### config.mk
export PLATFORM = sky130hd
export DESIGN_NAME = pedal_plausibility_monitor_flat
export DESIGN_NICKNAME = d
export VERILOG_FILES = /design/src/ppm_pkg.sv /design/src/ppm_in_if.sv /design/src/ppm_out_if.sv /design/src/pedal_plausibility_monitor.sv /design/src/ppm_ctrl.sv /design/src/ppm_datapath.sv /design/src/flat_wrapper.sv
export SDC_FILE = /design/constraint.sdc
export NUM_CORES = 1
export LEC_CHECK = 0
export BUFFER_PORTS_ARGS = -buffer_cell sky130_fd_sc_hd__buf_2
export CORE_UTILIZATION = 50
export DETAILED_ROUTE_END_ITERATION = 16
export PLACE_DENSITY = 0.68
export SETUP_SLACK_MARGIN = 0.05
export SLEW_MARGIN = 5
export SYNTH_ARGS = -nofsm -noshare
export SYNTH_HDL_FRONTEND = slang
export SYNTH_HIERARCHICAL = 1
export SYNTH_SLANG_ARGS = --single-unit
### constraint.sdc
create_clock -name clk_i -period 10.1 [get_ports clk_i]
set_input_delay 2.02 -clock clk_i [delete_from_list [all_inputs] [get_ports clk_i]]
set_output_delay 2.02 -clock clk_i [all_outputs]
set_load 0.05 [all_outputs]
### src/ppm_pkg.sv
package ppm_pkg;

  // Sample and register widths
  localparam int unsigned ADC_BITS = 12;
  localparam int unsigned ADC_W    = ADC_BITS;
  localparam int unsigned TIME_W   = 32;

  // Scaled pedal position
  localparam int unsigned SCALE_W    = 15;
  localparam int unsigned NUM_W      = ADC_W + SCALE_W;
  localparam int unsigned CNT_W      = $clog2(SCALE_W);
  localparam logic [SCALE_W-1:0] FULL_SCALE        = SCALE_W'(32767);
  localparam logic [SCALE_W-1:0] LATCH_SET_LEVEL   = SCALE_W'(8191);
  localparam logic [SCALE_W-1:0] LATCH_CLEAR_LEVEL = SCALE_W'(1638);

  // Disagreement must persist this long before it is a fault
  localparam int unsigned DISAGREE_TIME_MS = 100;

  // Configuration registers
  localparam int unsigned NUM_REGS  = 8;
  localparam int unsigned CFG_IDX_W = $clog2(NUM_REGS);

  typedef enum logic [CFG_IDX_W-1:0] {
    CFG_APPS1_MIN        = 3'd0,
    CFG_APPS1_SPAN       = 3'd1,
    CFG_APPS2_MAX        = 3'd2,
    CFG_APPS2_SPAN       = 3'd3,
    CFG_FRONT_BRAKE_MIN  = 3'd4,
    CFG_REAR_BRAKE_MIN   = 3'd5,
    CFG_BRAKE_FAULT_LOW  = 3'd6,
    CFG_BRAKE_FAULT_HIGH = 3'd7
  } cfg_idx_e;

  // Controller to datapath commands
  typedef struct packed {
    logic capture;  // take in a sample set
    logic load;     // prepare a division
    logic sel;      // 0: pedal one, 1: pedal two
    logic step;     // one quotient bit
    logic commit;   // evaluate faults, write result
  } cmd_t;

  // Datapath to controller status
  typedef struct packed {
    logic div_last;  // current step produces the final quotient bit
  } sts_t;

  // One result item
  typedef struct packed {
    logic [SCALE_W-1:0] apps1_scaled;
    logic [SCALE_W-1:0] apps2_scaled;
    logic               brake_sensor_fault;
    logic               apps_disagree_fault;
    logic               brake_throttle_fault;
    logic               any_fault;
  } res_t;

endpackage

### src/ppm_in_if.sv
interface ppm_in_if;
  logic                      valid;
  logic                      ready;
  logic [ppm_pkg::ADC_W-1:0]  pedal1_adc;
  logic [ppm_pkg::ADC_W-1:0]  pedal2_adc;
  logic [ppm_pkg::ADC_W-1:0]  front_press_adc;
  logic [ppm_pkg::ADC_W-1:0]  rear_press_adc;
  logic [ppm_pkg::TIME_W-1:0] now_ms;

  modport source (
    output valid, pedal1_adc, pedal2_adc, front_press_adc, rear_press_adc, now_ms,
    input  ready
  );
  modport sink (
    input  valid, pedal1_adc, pedal2_adc, front_press_adc, rear_press_adc, now_ms,
    output ready
  );
endinterface

### src/ppm_out_if.sv
interface ppm_out_if;
  logic                        valid;
  logic                        ready;
  logic [ppm_pkg::SCALE_W-1:0] apps1_scaled;
  logic [ppm_pkg::SCALE_W-1:0] apps2_scaled;
  logic                        brake_sensor_fault;
  logic                        apps_disagree_fault;
  logic                        brake_throttle_fault;
  logic                        any_fault;

  modport source (
    output valid, apps1_scaled, apps2_scaled, brake_sensor_fault,
           apps_disagree_fault, brake_throttle_fault, any_fault,
    input  ready
  );
  modport sink (
    input  valid, apps1_scaled, apps2_scaled, brake_sensor_fault,
           apps_disagree_fault, brake_throttle_fault, any_fault,
    output ready
  );
endinterface

### src/pedal_plausibility_monitor.sv
// Pedal plausibility monitor. Each transfer on in_i carries one sample set (two
// accelerator pedal readings, two brake readings, a millisecond timestamp); each
// produces exactly one result on out_o with both pedal positions scaled to
// 0..32767 and the brake sensor, pedal disagreement and brake-plus-throttle
// fault flags. Both scalings share one restoring divider that yields one
// quotient bit per cycle, and samples are handled one at a time: the next
// sample is accepted in the cycle after the previous result is written to
// the result register, even if that result has not yet been taken.
// A finished result waits in its register while the next sample is being
// worked on only once; a second result holds until the first is taken.
// The user must write configuration through cfg_we_i/cfg_idx_i/cfg_data_i
// only while the block is idle; the block itself does not enforce it.
module pedal_plausibility_monitor (
  input  logic                          clk_i,
  input  logic                          rst_ni,
  input  logic                          cfg_we_i,
  input  logic [ppm_pkg::CFG_IDX_W-1:0] cfg_idx_i,
  input  logic [ppm_pkg::ADC_W-1:0]     cfg_data_i,
  ppm_in_if.sink                        in_i,
  ppm_out_if.source                     out_o
);

  ppm_pkg::cmd_t cmd;
  ppm_pkg::sts_t sts;
  ppm_pkg::res_t res;

  ppm_ctrl u_ctrl (
    .clk_i       (clk_i),
    .rst_ni      (rst_ni),
    .in_valid_i  (in_i.valid),
    .in_ready_o  (in_i.ready),
    .out_valid_o (out_o.valid),
    .out_ready_i (out_o.ready),
    .sts_i       (sts),
    .cmd_o       (cmd)
  );

  ppm_datapath u_dp (
    .clk_i             (clk_i),
    .rst_ni            (rst_ni),
    .cfg_we_i          (cfg_we_i),
    .cfg_idx_i         (cfg_idx_i),
    .cfg_data_i        (cfg_data_i),
    .pedal1_adc_i      (in_i.pedal1_adc),
    .pedal2_adc_i      (in_i.pedal2_adc),
    .front_press_adc_i (in_i.front_press_adc),
    .rear_press_adc_i  (in_i.rear_press_adc),
    .now_ms_i          (in_i.now_ms),
    .cmd_i             (cmd),
    .sts_o             (sts),
    .res_o             (res)
  );

  // Drive the result channel
  assign out_o.apps1_scaled         = res.apps1_scaled;
  assign out_o.apps2_scaled         = res.apps2_scaled;
  assign out_o.brake_sensor_fault   = res.brake_sensor_fault;
  assign out_o.apps_disagree_fault  = res.apps_disagree_fault;
  assign out_o.brake_throttle_fault = res.brake_throttle_fault;
  assign out_o.any_fault            = res.any_fault;

endmodule

### src/ppm_ctrl.sv
module ppm_ctrl (
  input  logic          clk_i,
  input  logic          rst_ni,
  input  logic          in_valid_i,
  output logic          in_ready_o,
  output logic          out_valid_o,
  input  logic          out_ready_i,
  input  ppm_pkg::sts_t sts_i,
  output ppm_pkg::cmd_t cmd_o
);

  typedef enum logic [2:0] {
    S_IDLE,
    S_LOAD1,
    S_DIV1,
    S_LOAD2,
    S_DIV2,
    S_DONE
  } state_e;

  state_e state_q;
  logic   in_ready_q;
  logic   out_valid_q;
  logic   out_free;

  assign out_free = !out_valid_q || out_ready_i;

  // Decode commands from the current state
  always_comb begin
    cmd_o         = '0;
    cmd_o.capture = (state_q == S_IDLE) && in_valid_i && in_ready_q;
    cmd_o.load    = (state_q == S_LOAD1) || (state_q == S_LOAD2);
    cmd_o.sel     = (state_q == S_LOAD2);
    cmd_o.step    = (state_q == S_DIV1) || (state_q == S_DIV2);
    cmd_o.commit  = (state_q == S_DONE) && out_free;
  end

  // Sequence one sample set through both divisions
  always_ff @(posedge clk_i or negedge rst_ni) begin
    if (!rst_ni) begin
      state_q     <= S_IDLE;
      in_ready_q  <= 1'b0;
      out_valid_q <= 1'b0;
    end else begin
      unique case (state_q)
        S_IDLE: begin
          if (in_valid_i && in_ready_q) begin
            state_q    <= S_LOAD1;
            in_ready_q <= 1'b0;
          end else begin
            in_ready_q <= 1'b1;
          end
        end
        S_LOAD1: state_q <= S_DIV1;
        S_DIV1: begin
          if (sts_i.div_last) state_q <= S_LOAD2;
        end
        S_LOAD2: state_q <= S_DIV2;
        S_DIV2: begin
          if (sts_i.div_last) state_q <= S_DONE;
        end
        S_DONE: begin
          if (out_free) begin
            state_q    <= S_IDLE;
            in_ready_q <= 1'b1;
          end
        end
        default: state_q <= S_IDLE;
      endcase

      // Hold the result until the transfer completes
      if (cmd_o.commit) begin
        out_valid_q <= 1'b1;
      end else if (out_ready_i) begin
        out_valid_q <= 1'b0;
      end
    end
  end

  assign in_ready_o  = in_ready_q;
  assign out_valid_o = out_valid_q;

endmodule

### src/ppm_datapath.sv
module ppm_datapath (
  input  logic                          clk_i,
  input  logic                          rst_ni,
  input  logic                          cfg_we_i,
  input  logic [ppm_pkg::CFG_IDX_W-1:0] cfg_idx_i,
  input  logic [ppm_pkg::ADC_W-1:0]     cfg_data_i,
  input  logic [ppm_pkg::ADC_W-1:0]     pedal1_adc_i,
  input  logic [ppm_pkg::ADC_W-1:0]     pedal2_adc_i,
  input  logic [ppm_pkg::ADC_W-1:0]     front_press_adc_i,
  input  logic [ppm_pkg::ADC_W-1:0]     rear_press_adc_i,
  input  logic [ppm_pkg::TIME_W-1:0]    now_ms_i,
  input  ppm_pkg::cmd_t                 cmd_i,
  output ppm_pkg::sts_t                 sts_o,
  output ppm_pkg::res_t                 res_o
);

  localparam int unsigned AW = ppm_pkg::ADC_W;
  localparam int unsigned SW = ppm_pkg::SCALE_W;
  localparam int unsigned NW = ppm_pkg::NUM_W;
  localparam int unsigned TW = ppm_pkg::TIME_W;
  localparam int unsigned CW = ppm_pkg::CNT_W;
  localparam int unsigned DW = SW + 4;

  logic [AW-1:0] cfg_q [ppm_pkg::NUM_REGS];

  logic [AW-1:0] raw1_q, raw2_q, front_q, rear_q;
  logic [TW-1:0] now_q;

  logic [AW-1:0] rem_q, rem_d;
  logic [SW-1:0] lo_q;
  logic [SW-1:0] quo_q;
  logic [AW-1:0] span_q;
  logic          sat_q;
  logic [CW-1:0] cnt_q;
  logic [SW-1:0] s1_q;

  logic          dis_act_q;
  logic [TW-1:0] dis_start_q;
  logic          latch_q;

  ppm_pkg::res_t res_q;

  // Configuration registers
  always_ff @(posedge clk_i or negedge rst_ni) begin
    if (!rst_ni) begin
      cfg_q[ppm_pkg::CFG_APPS1_MIN]        <= '0;
      cfg_q[ppm_pkg::CFG_APPS1_SPAN]       <= '1;
      cfg_q[ppm_pkg::CFG_APPS2_MAX]        <= '1;
      cfg_q[ppm_pkg::CFG_APPS2_SPAN]       <= '1;
      cfg_q[ppm_pkg::CFG_FRONT_BRAKE_MIN]  <= '0;
      cfg_q[ppm_pkg::CFG_REAR_BRAKE_MIN]   <= '0;
      cfg_q[ppm_pkg::CFG_BRAKE_FAULT_LOW]  <= '0;
      cfg_q[ppm_pkg::CFG_BRAKE_FAULT_HIGH] <= '1;
    end else if (cfg_we_i) begin
      cfg_q[cfg_idx_i] <= cfg_data_i;
    end
  end

  // Division set-up: pedal travel past its zero point
  logic [AW-1:0] top_val, bot_val, travel, span_sel;
  logic [NW-1:0] num;

  always_comb begin
    top_val  = cmd_i.sel ? cfg_q[ppm_pkg::CFG_APPS2_MAX] : raw1_q;
    bot_val  = cmd_i.sel ? raw2_q : cfg_q[ppm_pkg::CFG_APPS1_MIN];
    span_sel = cmd_i.sel ? cfg_q[ppm_pkg::CFG_APPS2_SPAN] : cfg_q[ppm_pkg::CFG_APPS1_SPAN];
    travel   = (top_val > bot_val) ? (top_val - bot_val) : '0;
    // travel * 32767 as a shift and subtract
    num      = {travel, {SW{1'b0}}} - {{SW{1'b0}}, travel};
  end

  // One restoring division step; a zero span yields no quotient bits
  logic [AW:0] trial, trial_sub;
  logic        q_bit;

  always_comb begin
    trial     = {rem_q, lo_q[SW-1]};
    trial_sub = trial - {1'b0, span_q};
    q_bit     = (span_q != '0) && (trial >= {1'b0, span_q});
    rem_d     = q_bit ? trial_sub[AW-1:0] : trial[AW-1:0];
  end

  logic [SW-1:0] div_res;
  assign div_res = sat_q ? ppm_pkg::FULL_SCALE : quo_q;

  assign sts_o.div_last = (cnt_q == '0);

  // Capture inputs and run the shared divider
  always_ff @(posedge clk_i) begin
    if (cmd_i.capture) begin
      raw1_q  <= pedal1_adc_i;
      raw2_q  <= pedal2_adc_i;
      front_q <= front_press_adc_i;
      rear_q  <= rear_press_adc_i;
      now_q   <= now_ms_i;
    end
    if (cmd_i.load) begin
      // quotient reaches full scale once travel covers the span
      sat_q  <= (travel != '0) && (travel >= span_sel);
      span_q <= span_sel;
      rem_q  <= num[NW-1:SW];
      lo_q   <= num[SW-1:0];
      quo_q  <= '0;
      cnt_q  <= CW'(SW - 1);
      if (cmd_i.sel) s1_q <= div_res;
    end else if (cmd_i.step) begin
      rem_q <= rem_d;
      lo_q  <= {lo_q[SW-2:0], 1'b0};
      quo_q <= {quo_q[SW-2:0], q_bit};
      cnt_q <= cnt_q - CW'(1);
    end
  end

  // Fault evaluation
  logic [SW-1:0] s2, diff;
  logic [DW-1:0] diff10;
  logic          dis_now, dis_fault, brk_fault, latch_d;
  logic [TW-1:0] start_eff, elapsed;

  always_comb begin
    s2        = div_res;
    diff      = (s1_q > s2) ? (s1_q - s2) : (s2 - s1_q);
    diff10    = ({4'b0000, diff} << 3) + ({4'b0000, diff} << 1);
    dis_now   = diff10 > DW'(ppm_pkg::FULL_SCALE);
    start_eff = dis_act_q ? dis_start_q : now_q;
    elapsed   = now_q - start_eff;
    dis_fault = dis_now && (elapsed >= TW'(ppm_pkg::DISAGREE_TIME_MS));
    brk_fault = (front_q > cfg_q[ppm_pkg::CFG_BRAKE_FAULT_HIGH]) ||
                (front_q < cfg_q[ppm_pkg::CFG_BRAKE_FAULT_LOW]);
    priority if ((front_q > cfg_q[ppm_pkg::CFG_FRONT_BRAKE_MIN]) &&
                 (rear_q > cfg_q[ppm_pkg::CFG_REAR_BRAKE_MIN]) &&
                 (s1_q > ppm_pkg::LATCH_SET_LEVEL)) begin
      latch_d = 1'b1;
    end else if (s1_q <= ppm_pkg::LATCH_CLEAR_LEVEL) begin
      latch_d = 1'b0;
    end else begin
      latch_d = latch_q;
    end
  end

  // Advance the fault state on each committed sample
  always_ff @(posedge clk_i or negedge rst_ni) begin
    if (!rst_ni) begin
      dis_act_q   <= 1'b0;
      dis_start_q <= '0;
      latch_q     <= 1'b0;
    end else if (cmd_i.commit) begin
      dis_act_q   <= dis_now;
      dis_start_q <= dis_now ? start_eff : '0;
      latch_q     <= latch_d;
    end
  end

  // Result register
  always_ff @(posedge clk_i) begin
    if (cmd_i.commit) begin
      res_q.apps1_scaled         <= s1_q;
      res_q.apps2_scaled         <= s2;
      res_q.brake_sensor_fault   <= brk_fault;
      res_q.apps_disagree_fault  <= dis_fault;
      res_q.brake_throttle_fault <= latch_d;
      res_q.any_fault            <= brk_fault || dis_fault || latch_d;
    end
  end

  assign res_o = res_q;

endmodule

### src/flat_wrapper.sv
// flat-port wrapper written by rule: the top's interface ports become plain ports
module pedal_plausibility_monitor_flat 
  (clk_i, rst_ni, cfg_we_i, cfg_idx_i, cfg_data_i, in_i_valid, in_i_pedal1_adc, in_i_pedal2_adc, in_i_front_press_adc, in_i_rear_press_adc, in_i_now_ms, in_i_ready, out_o_valid, out_o_apps1_scaled, out_o_apps2_scaled, out_o_brake_sensor_fault, out_o_apps_disagree_fault, out_o_brake_throttle_fault, out_o_any_fault, out_o_ready);
  ppm_in_if in_i_i ();
  ppm_out_if out_o_i ();
  input  logic clk_i;
  input  logic rst_ni;
  input  logic cfg_we_i;
  input  logic [ppm_pkg::CFG_IDX_W-1:0] cfg_idx_i;
  input  logic [ppm_pkg::ADC_W-1:0] cfg_data_i;
  input wire logic [$bits(in_i_i.valid)-1:0] in_i_valid;
  input wire logic [$bits(in_i_i.pedal1_adc)-1:0] in_i_pedal1_adc;
  input wire logic [$bits(in_i_i.pedal2_adc)-1:0] in_i_pedal2_adc;
  input wire logic [$bits(in_i_i.front_press_adc)-1:0] in_i_front_press_adc;
  input wire logic [$bits(in_i_i.rear_press_adc)-1:0] in_i_rear_press_adc;
  input wire logic [$bits(in_i_i.now_ms)-1:0] in_i_now_ms;
  output wire logic [$bits(in_i_i.ready)-1:0] in_i_ready;
  output wire logic [$bits(out_o_i.valid)-1:0] out_o_valid;
  output wire logic [$bits(out_o_i.apps1_scaled)-1:0] out_o_apps1_scaled;
  output wire logic [$bits(out_o_i.apps2_scaled)-1:0] out_o_apps2_scaled;
  output wire logic [$bits(out_o_i.brake_sensor_fault)-1:0] out_o_brake_sensor_fault;
  output wire logic [$bits(out_o_i.apps_disagree_fault)-1:0] out_o_apps_disagree_fault;
  output wire logic [$bits(out_o_i.brake_throttle_fault)-1:0] out_o_brake_throttle_fault;
  output wire logic [$bits(out_o_i.any_fault)-1:0] out_o_any_fault;
  input wire logic [$bits(out_o_i.ready)-1:0] out_o_ready;
  assign in_i_i.valid = in_i_valid;
  assign in_i_i.pedal1_adc = in_i_pedal1_adc;
  assign in_i_i.pedal2_adc = in_i_pedal2_adc;
  assign in_i_i.front_press_adc = in_i_front_press_adc;
  assign in_i_i.rear_press_adc = in_i_rear_press_adc;
  assign in_i_i.now_ms = in_i_now_ms;
  assign in_i_ready = in_i_i.ready;
  assign out_o_valid = out_o_i.valid;
  assign out_o_apps1_scaled = out_o_i.apps1_scaled;
  assign out_o_apps2_scaled = out_o_i.apps2_scaled;
  assign out_o_brake_sensor_fault = out_o_i.brake_sensor_fault;
  assign out_o_apps_disagree_fault = out_o_i.apps_disagree_fault;
  assign out_o_brake_throttle_fault = out_o_i.brake_throttle_fault;
  assign out_o_any_fault = out_o_i.any_fault;
  assign out_o_i.ready = out_o_ready;
  pedal_plausibility_monitor u_core (.clk_i(clk_i), .rst_ni(rst_ni), .cfg_we_i(cfg_we_i), .cfg_idx_i(cfg_idx_i), .cfg_data_i(cfg_data_i), .in_i(in_i_i), .out_o(out_o_i));
endmodule
* After elaboration in Yosys (flattened, before gate mapping)
Index checks and enable logic that the tools add are counted.
** Operators by class
- Reduce and logical (&&, ||, !) cells :: 27
- Multiplexer cells :: 28
- Multipliers :: 0
- Eq/ne operators :: 9
- Shifts and indexed selects :: 0
- $lt $le $gt $ge :: 14
- Bitwise operators :: 1
- $add $sub $neg :: 8
- Divide/modulo/power cells :: 0
** Operators by type and width (count)
- 96-bit bitwise mux :: 1
- 12-bit two-way mux :: 8
- 32-bit two-way mux :: 2
- 15-bit two-way mux :: 4
- 12-bit greater-than comparator :: 4
- 12-bit demux with 3-bit select :: 1
- 32-bit by 7-bit greater-or-equal comparator with 1-bit output, second input constant :: 1
- 32-bit subtractor :: 1
- 15-bit subtractor :: 2
- 27-bit by 12-bit subtractor with 27-bit output :: 1
- 12-bit nonzero test :: 2
- 12-bit subtractor :: 2
- 18-bit by 16-bit adder with 19-bit output :: 1
- 19-bit by 15-bit greater-than comparator with 1-bit output, second input constant :: 1
- 3-bit one-hot mux with 6 select lines :: 1
- 15-bit by 13-bit greater-than comparator with 1-bit output, second input constant :: 1
- 15-bit greater-than comparator :: 1
- 15-bit by 11-bit less-or-equal comparator with 1-bit output, second input constant :: 1
- 13-bit by 12-bit greater-or-equal comparator with 1-bit output :: 1
- 12-bit greater-or-equal comparator :: 1
- 12-bit less-than comparator :: 1
- 3-bit two-way mux :: 4
- 1-bit logical AND :: 10
- 3-bit by 2-bit == test with 1-bit output, second input constant :: 2
- 17 further kinds :: 33
** Word-level totals
- Word-level logic and storage cells :: 119
- Bits in latches :: 0
- ROM bits :: 0
- Input port bits :: 100
- Memories kept :: 0
- Memory bits (writable) :: 0
- Output and inout bits :: 36
- Bits in registers :: 323

* Depth between registers and ports, before layout
- Word-level depth :: 8
- Depth in mapped cells :: 27
- Mapped depth without buffers :: 22

* Cells and area by module
The synthesis kept the hierarchy.
** By module, submodules not included
- ppm_datapath :: area an instance 19471.2 µm², instances 1, sequential area each 8768.4 µm², cells an instance 1794
- ppm_ctrl :: area an instance 297.8 µm², instances 1, sequential area each 125.1 µm², cells an instance 32

* Worst setup path after synthesis
Ideal clock, no wire load.
- Kind :: input port to flip-flop
- Start :: input out_o_ready
- End :: register u_core.u_dp.dis_start_q[29]
- Setup time :: 0.125 ns
- Slack :: 5.173 ns
- Arrival :: 4.802 ns
- Path buffers :: 2
- Cell stages on the path :: 5
- Data required time :: 9.975 ns
- Cells stage by stage :: and2b_1 > nor2_1 > clkbuf_1 > clkbuf_1 > mux2_2
** RTL lines
- from (decl) :: line flat_wrapper.sv:25 : input wire logic [$bits(out_o_i.ready)-1:0] out_o_ready;
- to (signal assigned) :: line ppm_datapath.sv:149 : dis_start_q <= dis_now ? start_eff : '0;
- to (decl) :: line ppm_datapath.sv:38 : logic [TW-1:0] dis_start_q;

* Final worst setup path
- Start :: register u_core.u_dp.sat_q
- End :: register u_core/u_dp/res_o[0] (netlist name)
** On the way
- Word-level cells in the longest chain between the ends :: 8
- Elaborated cells on any way between the ends :: 10
- Those cells by class :: add/sub: 3; order compare: 2; mux: 2; reduce/logical: 3
** Ends and longest elaborated chain
- from (decl) :: line ppm_datapath.sv:33 : logic sat_q;
- from (signal assigned) :: line ppm_datapath.sv:99 : sat_q <= (travel != '0) && (travel >= span_sel);
- 15-bit two-way mux (*) :: line ppm_datapath.sv:84 : assign div_res = sat_q ? ppm_pkg::FULL_SCALE : quo_q;
- named net u_core.u_dp.div_res[6] :: line ppm_datapath.sv:83 : logic [SW-1:0] div_res;
- 15-bit subtractor or 15-bit greater-than comparator (tied branches) :: line ppm_datapath.sv:122 : diff = (s1_q > s2) ? (s1_q - s2) : (s2 - s1_q);
- 15-bit two-way mux (*) :: line ppm_datapath.sv:122
- 18-bit by 16-bit adder with 19-bit output (*) :: line ppm_datapath.sv:123 : diff10 = ({4'b0000, diff} << 3) + ({4'b0000, diff} << 1);
- 19-bit by 15-bit greater-than comparator with 1-bit output (*) :: line ppm_datapath.sv:124 : dis_now = diff10 > DW'(ppm_pkg::FULL_SCALE);
- 1-bit logical AND (*) :: line ppm_datapath.sv:127 : dis_fault = dis_now && (elapsed >= TW'(ppm_pkg::DISAGREE_TIME_MS));
- 1-bit logical OR (*) (2 in series) :: line ppm_datapath.sv:162 : res_q.any_fault <= brk_fault || dis_fault || latch_d;
Mark *: on every way through the listed nets, which the timed path passes. The rest lies on a longest branch.
A chain may end at the register's enable or synchronous reset.

==> metrics.txt <==
dpl cells roughly 2400; P_int roughly 4.1 mW; vias per cell roughly 5.9; Synth area leaders edfxtp_1 26%, dfrtp_1 11%, ha_1 9.6%; layout cells sized above 1 a little under a quarter; NetSw between 3 and 4 mW; Crit path required time 10.40 ns; boundary pin count between 100 and 150; Clock Root Buffer clkbuf_16; vias in the first global route about 14000; wire per inst approximately 19 um; total CTS buffers 37; Post-synth EDFFs around 170; clock power share about 17%; Initial Util just over 50%; Post-Syn Instances ~1800; number of clock sinks 323; clk buf depth 3; compound-gate portion of the synthesized area 15.0%; Hold Path End u_core/u_dp/res_o[19]; area of the core between 30000 and 40000 um2; Diodes inserted 0; Critical Path Source Type flop; net switching fraction of the power approximately 44%; Logic pwr share between 50% and 60%; post-route cell area ~22000 um2; area share of xor/xnor cells in the synthesized design roughly 2.2%; die area 40300 um2; max cap viols 0; final setup fails 0; hold bufs inserted after CTS 0; Fill cells 3293; min-delay src u_core/u_dp/s1_q[0]; routed wire length roughly 48000 um; fin crit period around 6 ns; ANT nets after route 0; syn nets between 2000 and 2500; beginning of the critical path u_core/u_dp/sat_q; post-CTS repair timing setup buffer count 0; HPWL after DPL 34200 um; Post-Synth Adder-Cell Area between 10% and 20%; Initial DRC Count between 800 and 900; DRT Pass-1 Iters 5; Post-Synthesis Cell Area 19800 um2; mux cell area share after synthesis between 10 and 15%; Setup TNS Final 0 ns; pre-CTS setup slack ~4.2 ns; clock skew a little under 0.02 ns; Overflow after GRT 0; Setup crit end kind flop; antenna violations before repair 0; unrepaired setup endpoints after global routing false; FF-to-FF Start u_core/u_dp/sat_q; Worst Tran Pin Value about 1.2 ns; Distinct cells, synth between 100 and 150; Post-DP Area approximately 21000 um2; Port Buf Inserts ~140; Hold Path Depth 0; largest net degree at the start of global routing 74; fin. max-slew vios 0; Synth top area share 25.7%; Pwr per Cell Area 340 nW/um2; via count 14637; Final nets approximately 2200; setup ws final 4.11 ns; # DRC 0; Avg Cell Area, Syn 10.8 um2; synth warn 6; H-tree Lvls 2; Worst R2R Path Depth 20; die width 201 um; Tcrit/Tclk final roughly 59%; synth cell count leaders 169 x edfxtp_1, 152 x ha_1, 134 x inv_1; gr usage total a little under a quarter; RePlAce Congestion 0.930; sequential power share roughly 28%; status finished, final reports clean; clk_lat worst skew 0.56 ns; Setup CP Type flop to flop; Finished Layout Cells approximately 2500; height of the die 201 um; clock slew at reported path FFs 0.06 ns; first-pass GRT wire length ~76000 um; Worst VDD drop 0.344 mV; Fin. Hold Viols 0; Area growth syn-to-layout 11.1%; R2R Path End u_core/u_dp/res_o[0]; Main synth FF type edfxtp_1; Final Power approximately 7.5 mW; leakage power total between 9 and 10 nW; Seq/Total Area, Yosys between 40% and 50%; main combinational cell family by area after synthesis compound AO/OA/AOI/OAI gates; #FFs+latches synth about 320; Arrival @ worst endpoint 6.30 ns; area leader, netlist edfxtp_1; crit-path max FO 32; async set-reset flop share out of synthesis 41.8%; hold_ws between 0.4 and 0.5 ns; most common cell in the netlist edfxtp_1; Finished Core Util between 50 and 60%; fmax approximately 170 MHz; area share of and/or/nand/nor cells after synthesis around an eighth; standard-cell rows about 70; min-delay worst type flop to flop; reg2reg setup slack a little over 4 ns; Slew HR 22.7%; CTS resizes 0; TritonCTS clock tree yes
area by class of cell:
type	count	area [um2]	area share [%]
well taps	518	648	2.95
clock buffers	49	1000	4.56
clock inverters	18	125	0.570
inverters	135	508	2.31
flip-flops and latches	323	8890	40.5
multi-input cells	1285	10000	45.6
repair buffers	148	779	3.55
registers in the layout, summed over array words and instances (netlist names), 15 cells and up:
name                     count
u_core/u_dp/cfg_q           96
u_core/u_dp/res_o           34
u_core/u_dp/dis_start_q     32
u_core/u_dp/now_q           32
u_core/u_dp/lo_q            15
u_core/u_dp/quo_q           15
u_core/u_dp/s1_q            15
worst max-delay path, cell delays in order (launching register included):
cell and delay [ns]:
edfxtp_1 0.79, or2_2 0.49, ha_1 0.48, nand4_1 0.27, a311oi_2 0.32, o21ai_1 0.14, nand3_4 0.30, o21ai_0 0.24
o221a_2 0.35, o21ai_0 0.23, xor2_1 0.23, ha_1 0.28, a21o_1 0.19, a21oi_1 0.15, nor2b_1 0.06, o21ai_0 0.14
o211ai_1 0.12, a21oi_2 0.14, buf_4 0.38, and3_1 0.32, o21ai_1 0.09
logic make-up after synthesis:
family | Yosys count
XOR/XNOR | 48
flip-flops | 323
buffers and inverters | 218
adder cells (fa/ha/maj) | 156
AND/OR/NAND/NOR | 428
AO/OA/AOI/OAI | 441
multiplexers | 212
power by group through the flow:
stage | logic [mW] | registers, mW | clock network, mW
6_report | 4.15 | 2.05 | 1.26
5_1_grt | 4.55 | 2.09 | 1.34
4_1_cts | 4.10 | 2.05 | 1.30
3_5_place_dp | 4.07 | 2.08 | 0
3_3_place_gp | 3.98 | 2.06 | 0
2_1_floorplan | 3.19 | 2.01 | 0
routing by layer:
layer / part of all wire, % / track usage (%) / wire [um] / vias up
met2: 48 / 39.5 / 22900 / 394
li1: - / - / - / 6993
met5: 0 / 0 / 0 / -
met3: 4.6 / 3.69 / 2230 / 70
met4: 2.2 / 6.24 / 1030 / 0
met1: 45 / 31.6 / 21800 / 7180
how the worst max path moves through the flow:
stage          cells past startpoint                     endpoint
3_3_place_gp                      20         u_core/u_dp/res_o[0]
2_1_floorplan                      5  u_core/u_dp/dis_start_q[29]
5_1_grt                           20         u_core/u_dp/res_o[0]
4_1_cts                           20         u_core/u_dp/res_o[0]
3_5_place_dp                      20         u_core/u_dp/res_o[0]
6_report                          20         u_core/u_dp/res_o[0]
cells in the final DEF, fill, tap and decap left out, drive strengths merged, types with 8 or more instances in the layout:
cell,instances
mux2,131
o31ai,12
and3,8
o22ai,9
or2,31
mux2i,81
edfxtp,169
nand2,95
a21oi,98
a21o,39
nor2b,22
dfstp,48
dfrtp,87
buf,148
ha,152
xnor2,28
nor2,99
nand2b,25
dfxtp,19
a31oi,40
and2,8
clkinv,16
o21bai,12
inv,136
nor4,10
nand3,29
nor3,26
xor2,20
o211ai,18
nand4,27
o21a,18
clkbuf,49
nand3b,10
o21ai,85
a211oi,26
Power figures use the tool's default switching activity.
